**src/iprc_pkg.sv**
```systemverilog
// Shared types, field widths and helpers for the IPv4 rule classifier.
// Used by the classifier cell and the top level; no dependencies.

package iprc_pkg;

    // field widths fixed by the stream format
    localparam int ADDR_W = 32;
    localparam int LEN_W  = 6;
    localparam int PORT_W = 16;
    localparam int SLOT_W = 10;

    // default table depth
    localparam int RULE_DEPTH_DEFAULT = 1024;

    // beat kinds carried in tuser
    typedef enum logic [0:0] {
        OP_LOAD     = 1'b0,
        OP_CLASSIFY = 1'b1
    } op_t;

    // one beat travelling down the cell chain
    typedef struct packed {
        op_t                 op;
        logic [SLOT_W-1:0]   rule_slot;
        logic [ADDR_W-1:0]   src_addr;
        logic [ADDR_W-1:0]   src_mask;
        logic [PORT_W-1:0]   src_port;
        logic [ADDR_W-1:0]   dst_addr;
        logic [ADDR_W-1:0]   dst_mask;
        logic [PORT_W-1:0]   dst_port;
        logic                hit;
        logic [SLOT_W-1:0]   hit_slot;
    } item_t;

    // prefix length to address mask, lengths above the address width saturate
    function automatic logic [ADDR_W-1:0] prefix_mask(input logic [LEN_W-1:0] len);
        logic [ADDR_W-1:0] mask;
        mask = '0;
        if (len == '0) begin
            mask = '0;
        end else if (len >= LEN_W'(ADDR_W)) begin
            mask = '1;
        end else begin
            mask = {ADDR_W{1'b1}} << (LEN_W'(ADDR_W) - len);
        end
        return mask;
    endfunction

endpackage

```
**src/iprc_cell.sv**
```systemverilog
// One rule slot of the classifier chain: holds a rule, compares each passing beat.
// Depends on iprc_pkg for the beat struct and widths.

module iprc_cell #(
    parameter int CELL_IDX = 0
) (
    input  logic            aclk,
    input  logic            aresetn,
    input  logic            advance,
    input  logic            in_valid,
    input  iprc_pkg::item_t in_item,
    output logic            out_valid,
    output iprc_pkg::item_t out_item
);
    import iprc_pkg::*;

    localparam logic [31:0] CELL_IDX_W = 32'(CELL_IDX);

    logic              rule_valid_reg;
    logic [ADDR_W-1:0] rule_src_prefix_reg;
    logic [ADDR_W-1:0] rule_src_mask_reg;
    logic [PORT_W-1:0] rule_src_port_reg;
    logic [ADDR_W-1:0] rule_dst_prefix_reg;
    logic [ADDR_W-1:0] rule_dst_mask_reg;
    logic [PORT_W-1:0] rule_dst_port_reg;

    logic              out_valid_reg;
    item_t             out_item_reg;
    item_t             item_next;

    logic              load_here;
    logic              src_hit;
    logic              dst_hit;

    // load beat addressed to this slot
    assign load_here = in_valid && (in_item.op == OP_LOAD) &&
                       (32'(in_item.rule_slot) == CELL_IDX_W);

    // side tests against the stored rule
    assign src_hit = ((in_item.src_addr & rule_src_mask_reg) == rule_src_prefix_reg) &&
                     ((rule_src_port_reg == '0) || (rule_src_port_reg == in_item.src_port));
    assign dst_hit = ((in_item.dst_addr & rule_dst_mask_reg) == rule_dst_prefix_reg) &&
                     ((rule_dst_port_reg == '0) || (rule_dst_port_reg == in_item.dst_port));

    // first match wins: only mark a classify beat that has no hit yet
    always_comb begin
        item_next = in_item;
        if (in_item.op == OP_CLASSIFY && !in_item.hit && rule_valid_reg &&
            src_hit && dst_hit) begin
            item_next.hit      = 1'b1;
            item_next.hit_slot = SLOT_W'(CELL_IDX);
        end
    end

    // rule storage
    always_ff @(posedge aclk) begin
        if (!aresetn) begin
            rule_valid_reg <= 1'b0;
        end else if (advance && load_here) begin
            rule_valid_reg <= 1'b1;
        end
    end

    always_ff @(posedge aclk) begin
        if (advance && load_here) begin
            rule_src_prefix_reg <= in_item.src_addr;
            rule_src_mask_reg   <= in_item.src_mask;
            rule_src_port_reg   <= in_item.src_port;
            rule_dst_prefix_reg <= in_item.dst_addr;
            rule_dst_mask_reg   <= in_item.dst_mask;
            rule_dst_port_reg   <= in_item.dst_port;
        end
    end

    // hand the beat to the next cell
    always_ff @(posedge aclk) begin
        if (!aresetn) begin
            out_valid_reg <= 1'b0;
        end else if (advance) begin
            out_valid_reg <= in_valid;
        end
    end

    always_ff @(posedge aclk) begin
        if (advance) begin
            out_item_reg <= item_next;
        end
    end

    assign out_valid = out_valid_reg;
    assign out_item  = out_item_reg;

endmodule

```
**config.mk**
```make
export PLATFORM = sky130hd
export DESIGN_NAME = iprc_cell
export DESIGN_NICKNAME = d
export VERILOG_FILES = /design/src/iprc_pkg.sv /design/src/iprc_cell.sv
export SDC_FILE = /design/constraint.sdc
export NUM_CORES = 1
export LEC_CHECK = 0
export ABC_AREA = 1
export BUFFER_PORTS_ARGS = -buffer_cell sky130_fd_sc_hd__buf_2
export CAP_MARGIN = 30
export CORE_ASPECT_RATIO = 0.8
export CORE_MARGIN = 10
export CORE_UTILIZATION = 46
export CTS_BUF_LIST = sky130_fd_sc_hd__clkbuf_16
export CTS_CLUSTER_DIAMETER = 50
export CTS_CLUSTER_SIZE = 25
export DETAILED_ROUTE_END_ITERATION = 7
export HOLD_SLACK_MARGIN = 0.02
export PLACE_DENSITY = 0.72
export SKIP_CTS_REPAIR_TIMING = 1
export SYNTH_ARGS = -nofsm -noshare
export SYNTH_HDL_FRONTEND = slang
export SYNTH_SLANG_ARGS = --single-unit
```
**constraint.sdc**
```tcl
create_clock -name aclk -period 7.4 [get_ports aclk]
set_input_delay 1.48 -clock aclk [delete_from_list [all_inputs] [get_ports aclk]]
set_output_delay 1.48 -clock aclk [all_outputs]
set_load 0.03 [all_outputs]
```
==> impl_metrics.ini, run 1 <==
[critical_path]
crit_path_end = rule_dst_prefix_reg[31]
required_ps = 7590
r2r_start = rule_src_mask_reg[21]
rrSetupSlack_ps = 5490
crit_slowest_cell = or4_2
max_stage_delay_ps = 650
cp_top_family = simple AND/OR/NAND/NOR gates
critPathKind = input pin to flip-flop
path_depth = 6
cp-start-kind = input pin
cp_cell_sequence = buf_2 -> or4_2 -> nor2_1 -> and3_4 -> buf_12 -> buf_4
crit_start = in_item[181]
arrival_ps = 3770
r2r-end = out_item[3]
cp.buffers_inverters = 3
rr_worst_depth = 10
crit_path_max_fanout = 42
critPathCaptureType = flip-flop

[yosys]
synth_top_cell_area_share_pct = 81.7
synth_ff_type = edfxtp_1
synthArstFlopShare_pct = 0
synthSimpleGateAreaFrac_pct = 13.7
synthCells = 875
synth_edf_count = 342
synth_fa_ha_area_share_pct = 0
synth_compound_area_share_pct = 0.727
synth_top_family_by_area = simple AND/OR/NAND/NOR gates
yosys.area.top_type = edfxtp_1
yosysWarnings = 0
synth_xor_xnor_area_share_pct = 0.837
syn_area_mm2 = 0.0126
syn_nets = 1061
ys_ff_latch = 344
synth_area_per_cell_um2 = 14.4
synth_area_leaders = edfxtp_1, nand2_1, inv_1, nor2_1, nand3_1
yosysSeqAreaShare_pct = 82.1
synthMuxAreaShare_pct = 0
synthDistinctLibCells = 23

[pwr]
pwr-share-clk_pct = 39.4
leakagePower_nw = 6.75
irDropWorstVdd_uv = 192
seq_power_share_pct = 51.7
comb_power_share_pct = 8.9
p_per_area_mw_per_mm2 = 271
switchingPower_mw = 1.13
p_int_mw = 3.21
power_mw = 4.35
switching_share_pct = 26.1

[drt]
num_vias = 7894
drtAntennaViolNets = 0
via_per_inst = 4.72
drt_wl_total_um = 29600
post-route-drc-count = 0
firstDrtPassIters = 5
drt_iter0_markers = 349
wl_per_cell_um = 17.7

[layout]
drive_above_1_share_pct = 33.6
fin_util_pct = 59.3
final_cell_mix = buf_2, edfxtp_1, nand2_1
syn_to_final_growth_pct = 27.9
fin_nets = 1467
final_common_cell = buf_2
fin_area_mm2 = 0.0161
largest_reg_flops = 182

[clock_tree]
clock_path_buffers = 3
cts_root_buf = clkbuf_16
clkLatencyLatePin_ps = 550
cts_tree = built
htree_levels = 1
cts.reportedPaths.clkPinSlew_ps = 80
cts_made_buffers = 31
cts.sink_count = 344

[place]
postPlaceCellArea_mm2 = 0.0149
port_buffers = 368
place_congestion = 0.782
detailed_place_hpwl_um = 22400

[die]
rows = 54
core_area_mm2 = 0.0271
ios = 369
dieArea_mm2 = 0.0344
start_util_pct = 46.4
die_x_um = 205
die_y_um = 168

[worst_hold_path]
worstHoldPathType = flip-flop to flip-flop

[sta]
fin_crit_sh_pct = 48.4
grt_setup_unrepaired = no
tightestPinTransition_ps = 968
finClkSkew_ps = 19.7
finalSetupTns_ps = 0
final-max-slew-violation-count = 0
relSlewSlack_pct = 35.5
finalSetupViolCount = 0
timing.fmax_ghz = 0.279
finalHoldViolations = 0
min_period_ps = 3580

[global_route]
busiest_layer = met2
grt_pass1_wl_um = 44700
grt.overflow.total = 0
use_met3_pct = 4.41
met2_usage_pct = 27.9
use_met1_pct = 20.6
grt_usage_pct = 16.5
antenna_found_initial = 5
grt_pass1_vias = 7900
grt_start_max_net_pins = 76

[status]
run_status = complete, no violations

[run]
cap_violations = 0
==> worst register-to-register path, cell delays in order (launching register included) <==
cell and delay [ps]:
edfxtp_1 390, nand3b_1 140, nand2_1 70, nor2_1 180, nand2_1 80, nor2_1 100, nand2_1 60, nor2_1 220
nand2_2 120, nor2_4 220, nor2_1 80
==> area by class of cell <==
type                       count  area (µm²)
clock buffer                  31         776
sequential                   344       10300
multi-input combinational    443        1930
antenna                        2        5.00
timing repair buffer         373        1900
fill                        2150       11000
tap                          364         455
clock inverter                26         369
inverter                      88         330
==> power by group through the flow <==
stage          clock [mW]  combinational (mW)  sequential, mW
2_1_floorplan           0              0.0264            2.47
4_1_cts              1.76               0.392            2.25
5_1_grt              1.83               0.411            2.26
3_5_place_dp            0               0.391            2.29
3_3_place_gp            0               0.386            2.29
6_report             1.71               0.386            2.25
==> worst min path at each step <==
stage / start / endpoint / slack, ps / depth (start not counted)
floorplan: rule_valid_reg / rule_valid_reg / 430 / 2
global placement: rule_valid_reg / rule_valid_reg / 440 / 2
detailed placement: rule_valid_reg / rule_valid_reg / 440 / 2
CTS: rule_valid_reg / rule_valid_reg / 450 / 2
global route: rule_valid_reg / rule_valid_reg / 480 / 2
finish: rule_valid_reg / rule_valid_reg / 450 / 2
==> synthesized netlist by cell type, types with 3 or more instances <==
| master | count |
|---|---|
| xor2_1 | 12 |
| nor2_2 | 3 |
| edfxtp_1 | 342 |
| o21ai_0 | 10 |
| inv_1 | 88 |
| nor3_1 | 4 |
| nor4_1 | 6 |
| nand3_1 | 30 |
| a21oi_1 | 4 |
| nand2_1 | 258 |
| nand3b_1 | 17 |
| nor2_1 | 83 |
| nand4_1 | 6 |
==> stage by stage <==
| stage | setup slack [ps] | std cells | hold slack [ps] |
|---|---|---|---|
| floorplan | 935 | 875 | 427 |
| global placement | 3080 | 1611 | 443 |
| detailed placement | 3050 | 1611 | 441 |
| CTS | 3650 | 1668 | 453 |
| global route | 3680 | 1671 | 479 |
| finish | 3820 | 1671 | 453 |
==> cell families after synthesis <==
group           Yosys count
simple gates            414
flops                   344
buf+inv                  88
compound gates           17
xor+xnor                 12
==> per-layer routing <==
layer	routed length [µm]	share of wire [%]
met4	632	2.1
met3	2100	7.1
met2	14700	50
met5	32	0.11
met1	12200	41
Note: power is estimated with default switching activity, not from simulation.
==> run 2, diff against run 1 <==
--- a/config.mk
+++ b/config.mk
@@ -16,7 +16,7 @@
 export CTS_CLUSTER_SIZE = 25
 export DETAILED_ROUTE_END_ITERATION = 7
 export HOLD_SLACK_MARGIN = 0.02
-export PLACE_DENSITY = 0.72
+export PLACE_DENSITY = 0.75
 export SKIP_CTS_REPAIR_TIMING = 1
 export SYNTH_ARGS = -nofsm -noshare
 export SYNTH_HDL_FRONTEND = slang
==> constraint.sdc (replaced) <==
create_clock -name aclk -period 2.9 [get_ports aclk]
set_input_delay 0.58 -clock aclk [delete_from_list [all_inputs] [get_ports aclk]]
set_output_delay 0.58 -clock aclk [all_outputs]
set_load 0.03 [all_outputs]
==> run 2 against run 1 <==
Against the previous run:
- sequential power rose to 2.6 times the previous value
- sequential share of layout area is 0.090 points lower
- clock power grew to 2.5 times the previous value
- total power grew to 2.5 times the previous value
- final cell count grew 0.18%
- first-iteration DRC count grew 32%
- flip-flop and latch count unchanged
- highest routed layer unchanged
==> impl_metrics.ini, run 2 (synthesis results as in run 1) <==
[die]
ios = 369
rows = 54
start_util_pct = 46.4
die_y_um = 168
die_x_um = 205
dieArea_mm2 = 0.0344
core_area_mm2 = 0.0271

[clock_tree]
clock_path_buffers = 3
clkLatencyLatePin_ps = 560
cts_root_buf = clkbuf_16
cts_tree = built
cts_made_buffers = 31
cts.sink_count = 344
htree_levels = 1
cts.reportedPaths.clkPinSlew_ps = 90

[sta]
finalHoldViolations = 0
finalSetupViolCount = 0
grt_setup_unrepaired = no
finalSetupTns_ps = 0
finClkSkew_ps = 17.5
final-max-slew-violation-count = 0
timing.fmax_ghz = 0.499
min_period_ps = 2010
fin_crit_sh_pct = 69.1
relSlewSlack_pct = 44.9
tightestPinTransition_ps = 827

[drt]
drt_iter0_markers = 462
drt_wl_total_um = 30500
post-route-drc-count = 0
num_vias = 7937
via_per_inst = 4.74
firstDrtPassIters = 5
wl_per_cell_um = 18.2
drtAntennaViolNets = 0

[critical_path]
max_stage_delay_ps = 390
cp_top_family = simple AND/OR/NAND/NOR gates
cp-start-kind = flip-flop
crit_path_max_fanout = 10
critPathKind = flip-flop to flip-flop
crit_slowest_cell = edfxtp_1
arrival_ps = 2310
required_ps = 3210
cp.buffers_inverters = 0
path_common_cell = nor2_1
cp_cell_sequence = a21boi_0 -> nor3_1 -> nand3b_1 -> nor2_1 -> nand2_2 -> nor2_4 -> nor2_1
critPathCaptureType = flip-flop

[pwr]
pwr-share-clk_pct = 39.2
comb_power_share_pct = 8.9
switchingPower_mw = 2.94
switching_share_pct = 26.5
irDropWorstVdd_uv = 406
p_per_area_mw_per_mm2 = 687
seq_power_share_pct = 51.9
leakagePower_nw = 6.76
p_int_mw = 8.13

[place]
detailed_place_hpwl_um = 22600
place_congestion = 0.751
port_buffers = 368
post-place-cells = 1612

[layout]
seqCellArea_mm2 = 0.0103
stdcell_count = 1674
final_common_cell = buf_2
final_cell_mix = buf_2, edfxtp_1, nand2_1
drive_above_1_share_pct = 33.6
syn_to_final_growth_pct = 28.1
final.fill_count = 2061
largest_reg_flops = 182
fin_nets = 1467
multi_input_comb_area_mm2 = 0.00193

[status]
run_status = complete, no violations

[global_route]
grt_pass1_wl_um = 46000
grt.overflow.total = 0
grt_usage_pct = 17.0
antenna_found_initial = 5
grt_pass1_vias = 8210
grt_start_max_net_pins = 124

[worst_hold_path]
worstHoldPathType = input pin to flip-flop

[run]
cap_violations = 0
run 2: final timing paths:
path                            from               endpoint  slack [ps]  depth (start not counted)
min                     in_item[124]  rule_src_mask_reg[17]         200                          1
min reg2reg           rule_valid_reg         rule_valid_reg         480                          2
max reg2reg  rule_src_prefix_reg[19]            out_item[1]         890                          7
max          rule_src_prefix_reg[19]            out_item[1]         890                          7
run 2: stage by stage:
step / power, mW / area [µm²] / utilization, % / setup slack, ps / hold slack [ps]
2_1_floorplan: 6.36 / 12600 / - / 60.9 / 427
3_3_place_gp: 6.83 / 15000 / 55.2 / 542 / 438
3_5_place_dp: 6.85 / 15000 / 55.2 / 485 / 455
4_1_cts: 11.2 / 16100 / 59.4 / 866 / 170
5_1_grt: 11.4 / 16100 / 59.4 / 668 / 170
6_report: 11.1 / 16100 / 59.4 / 895 / 202
run 2: cell type report:
class | count | share of cell area [%]
flip-flops and latches | 344 | 64.0
multi-input cells | 443 | 12.0
repair buffers | 373 | 12.0
clock buffers | 31 | 4.82
well taps | 364 | 2.83
clock inverters | 27 | 2.23
inverters | 88 | 2.05
diodes | 4 | 0.0622
run 2: worst register-to-register path: stages, from the launching register on:
cell and delay (ps):
edfxtp_1 390, a21boi_0 150, nor3_1 320, nand3b_1 140, nor2_1 310, nand2_2 130, nor2_4 240, nor2_1 70
run 2: per-layer routing:
metal  routed length (µm)  vias to the layer above  global-route usage, %
met4                  702                        2                   4.95
met3                 2440                       52                   5.12
met2                15200                      264                   29.4
li1                     -                     3852                      -
met5                   13                        -                      0
met1                12100                     3767                   20.0
run 2: power groups by stage:
stage          clock [mW]  sequential [mW]  combinational (mW)
3_3_place_gp            0             5.84               0.982
5_1_grt              4.64             5.76                1.05
6_report             4.34             5.74               0.988
3_5_place_dp            0             5.85               0.998
2_1_floorplan           0             6.29              0.0678
4_1_cts              4.45             5.74                1.00
==> run 3, diff against run 2 <==
==> constraint.sdc (replaced) <==
create_clock -name aclk -period 1.7 [get_ports aclk]
set_input_delay 0.34 -clock aclk [delete_from_list [all_inputs] [get_ports aclk]]
set_output_delay 0.34 -clock aclk [all_outputs]
set_load 0.03 [all_outputs]
==> run 3 against run 2 <==
Against the previous run:
- the run now ends with negative setup slack left
- die area stayed put
- hold slack worse by 170 ps
- largest power group unchanged
- maximum frequency rose by 10%
- flip-flop and latch count stayed put
==> impl_metrics.ini, run 3 (synthesis results as in run 1) <==
[sta]
finalSetupTns_ps = -1020
final-max-slew-violation-count = 0
grt_setup_unrepaired = yes
min_period_ps = 1820
relSlewSlack_pct = 72.0
fin_crit_sh_pct = 107
finalHoldViolations = 0
finalSetupViolCount = 11
timing.fmax_ghz = 0.549
finClkSkew_ps = 18.3
setup_slack_ps = -121
tightestPinTransition_ps = 416
holdWs_ps = 30.7

[layout]
fin_nets = 1662
largest_reg_flops = 182
syn_to_final_growth_pct = 44.2
final.fill_count = 1811
stdcell_count = 1866
fin_area_mm2 = 0.0181
final_common_cell = buf_2
multi_input_comb_area_mm2 = 0.00199
final_cell_mix = buf_2, edfxtp_1, nand2_1
drive_above_1_share_pct = 34.7
seqCellArea_mm2 = 0.0103

[global_route]
grt_pass1_wl_um = 47400
grt_usage_pct = 17.6
grt_pass1_vias = 8460
antenna_found_initial = 4
grt.overflow.total = 0
grt_start_max_net_pins = 55

[run]
cap_violations = 0

[critical_path]
path_common_cell = nand2_1
cp.buffers_inverters = 0
crit_start = rule_src_mask_reg[21]
required_ps = 2020
path_depth = 10
r2r-end = out_item[8]
cp_top_family = simple AND/OR/NAND/NOR gates
critPathKind = flip-flop to flip-flop
rrSetupSlack_ps = -120
r2r_start = rule_src_mask_reg[21]
arrival_ps = 2140
crit_path_end = out_item[8]
crit_path_max_fanout = 5
max_stage_delay_ps = 390
cp-start-kind = flip-flop
crit_slowest_cell = edfxtp_1
cp_cell_sequence = nand3b_1 -> nand2_1 -> nor2_2 -> nand2_1 -> nor2_1 -> nand2_1 -> nor2_4 -> nand2_4 -> nor2_4 -> nor2_1
critPathCaptureType = flip-flop
rr_worst_depth = 10

[drt]
via_per_inst = 4.78
top_layer_used = met5
route.met2.wl_um = 18000
drtAntennaViolNets = 0
num_vias = 8922
drt_iter0_markers = 514
firstDrtPassIters = 5
drt_wl_total_um = 35300
wl_met1_um = 13800
post-route-drc-count = 0
route.met3.wl_um = 2580
wl_per_cell_um = 18.9

[worst_hold_path]
worstHoldPathType = input pin to flip-flop
holdCritStartpoint = in_item[106]
hold_depth = 1

[clock_tree]
cts_made_buffers = 30
cts.sink_count = 344
clock_path_buffers = 3
cts_root_buf = clkbuf_16
cts_tree = built
clkLatencyLatePin_ps = 570
htree_levels = 1
cts.reportedPaths.clkPinSlew_ps = 90

[status]
violations = negative setup slack
run_status = finished, violations left

[place]
port_buffers = 368
postPlaceCellArea_mm2 = 0.0156
place_congestion = 0.814
detailed_place_hpwl_um = 24500
post-place-cells = 1683

[die]
die_x_um = 205
start_util_pct = 46.4
ios = 369
rows = 54
core_area_mm2 = 0.0271
die_y_um = 168
dieArea_mm2 = 0.0344

[pwr]
p_per_area_mw_per_mm2 = 1080
leakagePower_nw = 7.70
power_mw = 19.6
irDropWorstVdd_uv = 1070
[run 3: cell count changes in the layout (fill, tap and decap cells not counted), sizes merged, moves of 2 or more]
cell,change
buf,+72
dlygate4sd3,+123
inv,-6
bufinv,+2
diode,-2
[run 3: worst min-delay path by stage]
stage / end / slack (ps)
2_1_floorplan: rule_valid_reg / 430
3_3_place_gp: rule_valid_reg / 440
3_5_place_dp: rule_valid_reg / 450
4_1_cts: out_item[42] / -70
5_1_grt: out_item[106] / 20
6_report: out_item[106] / 30
[run 3: layout make-up]
type / count / area share [%]
clock inverters: 25 / 2.26
clock buffers: 31 / 4.28
flip-flops and latches: 344 / 56.9
well taps: 364 / 2.51
repair buffers: 568 / 21.2
diodes: 2 / 0.0276
inverters: 88 / 1.82
multi-input cells: 444 / 11.0
[run 3: where the power goes]
| part | switching (mW) | internal [mW] |
|---|---|---|
| Combinational | 1.35 | 0.723 |
| Clock | 3.74 | 4.02 |
| Sequential | 0.0979 | 9.71 |
| Total | 5.19 | 14.4 |
[run 3: routing by layer]
layer / track usage (%) / up-vias
li1: - / 4251
met1: 21.5 / 4277
met2: 30.3 / 335
met3: 4.47 / 57
met4: 5.08 / 2
met5: 0 / -
[run 3: per-stage QoR]
| step | setup slack (ps) | utilization, % |
|---|---|---|
| floorplan | -899 | - |
| global placement | -349 | 57.7 |
| detailed placement | -369 | 57.7 |
| CTS | -286 | 62.0 |
| global route | -203 | 66.8 |
| finish | -121 | 66.8 |
[run 3: worst register-to-register path: stages, from the launching register on]
cell and delay, ps:
edfxtp_1 390, nand3b_1 180, nand2_1 100, nor2_2 140, nand2_1 70, nor2_1 100
nand2_1 90, nor2_4 160, nand2_4 100, nor2_4 170, nor2_1 70
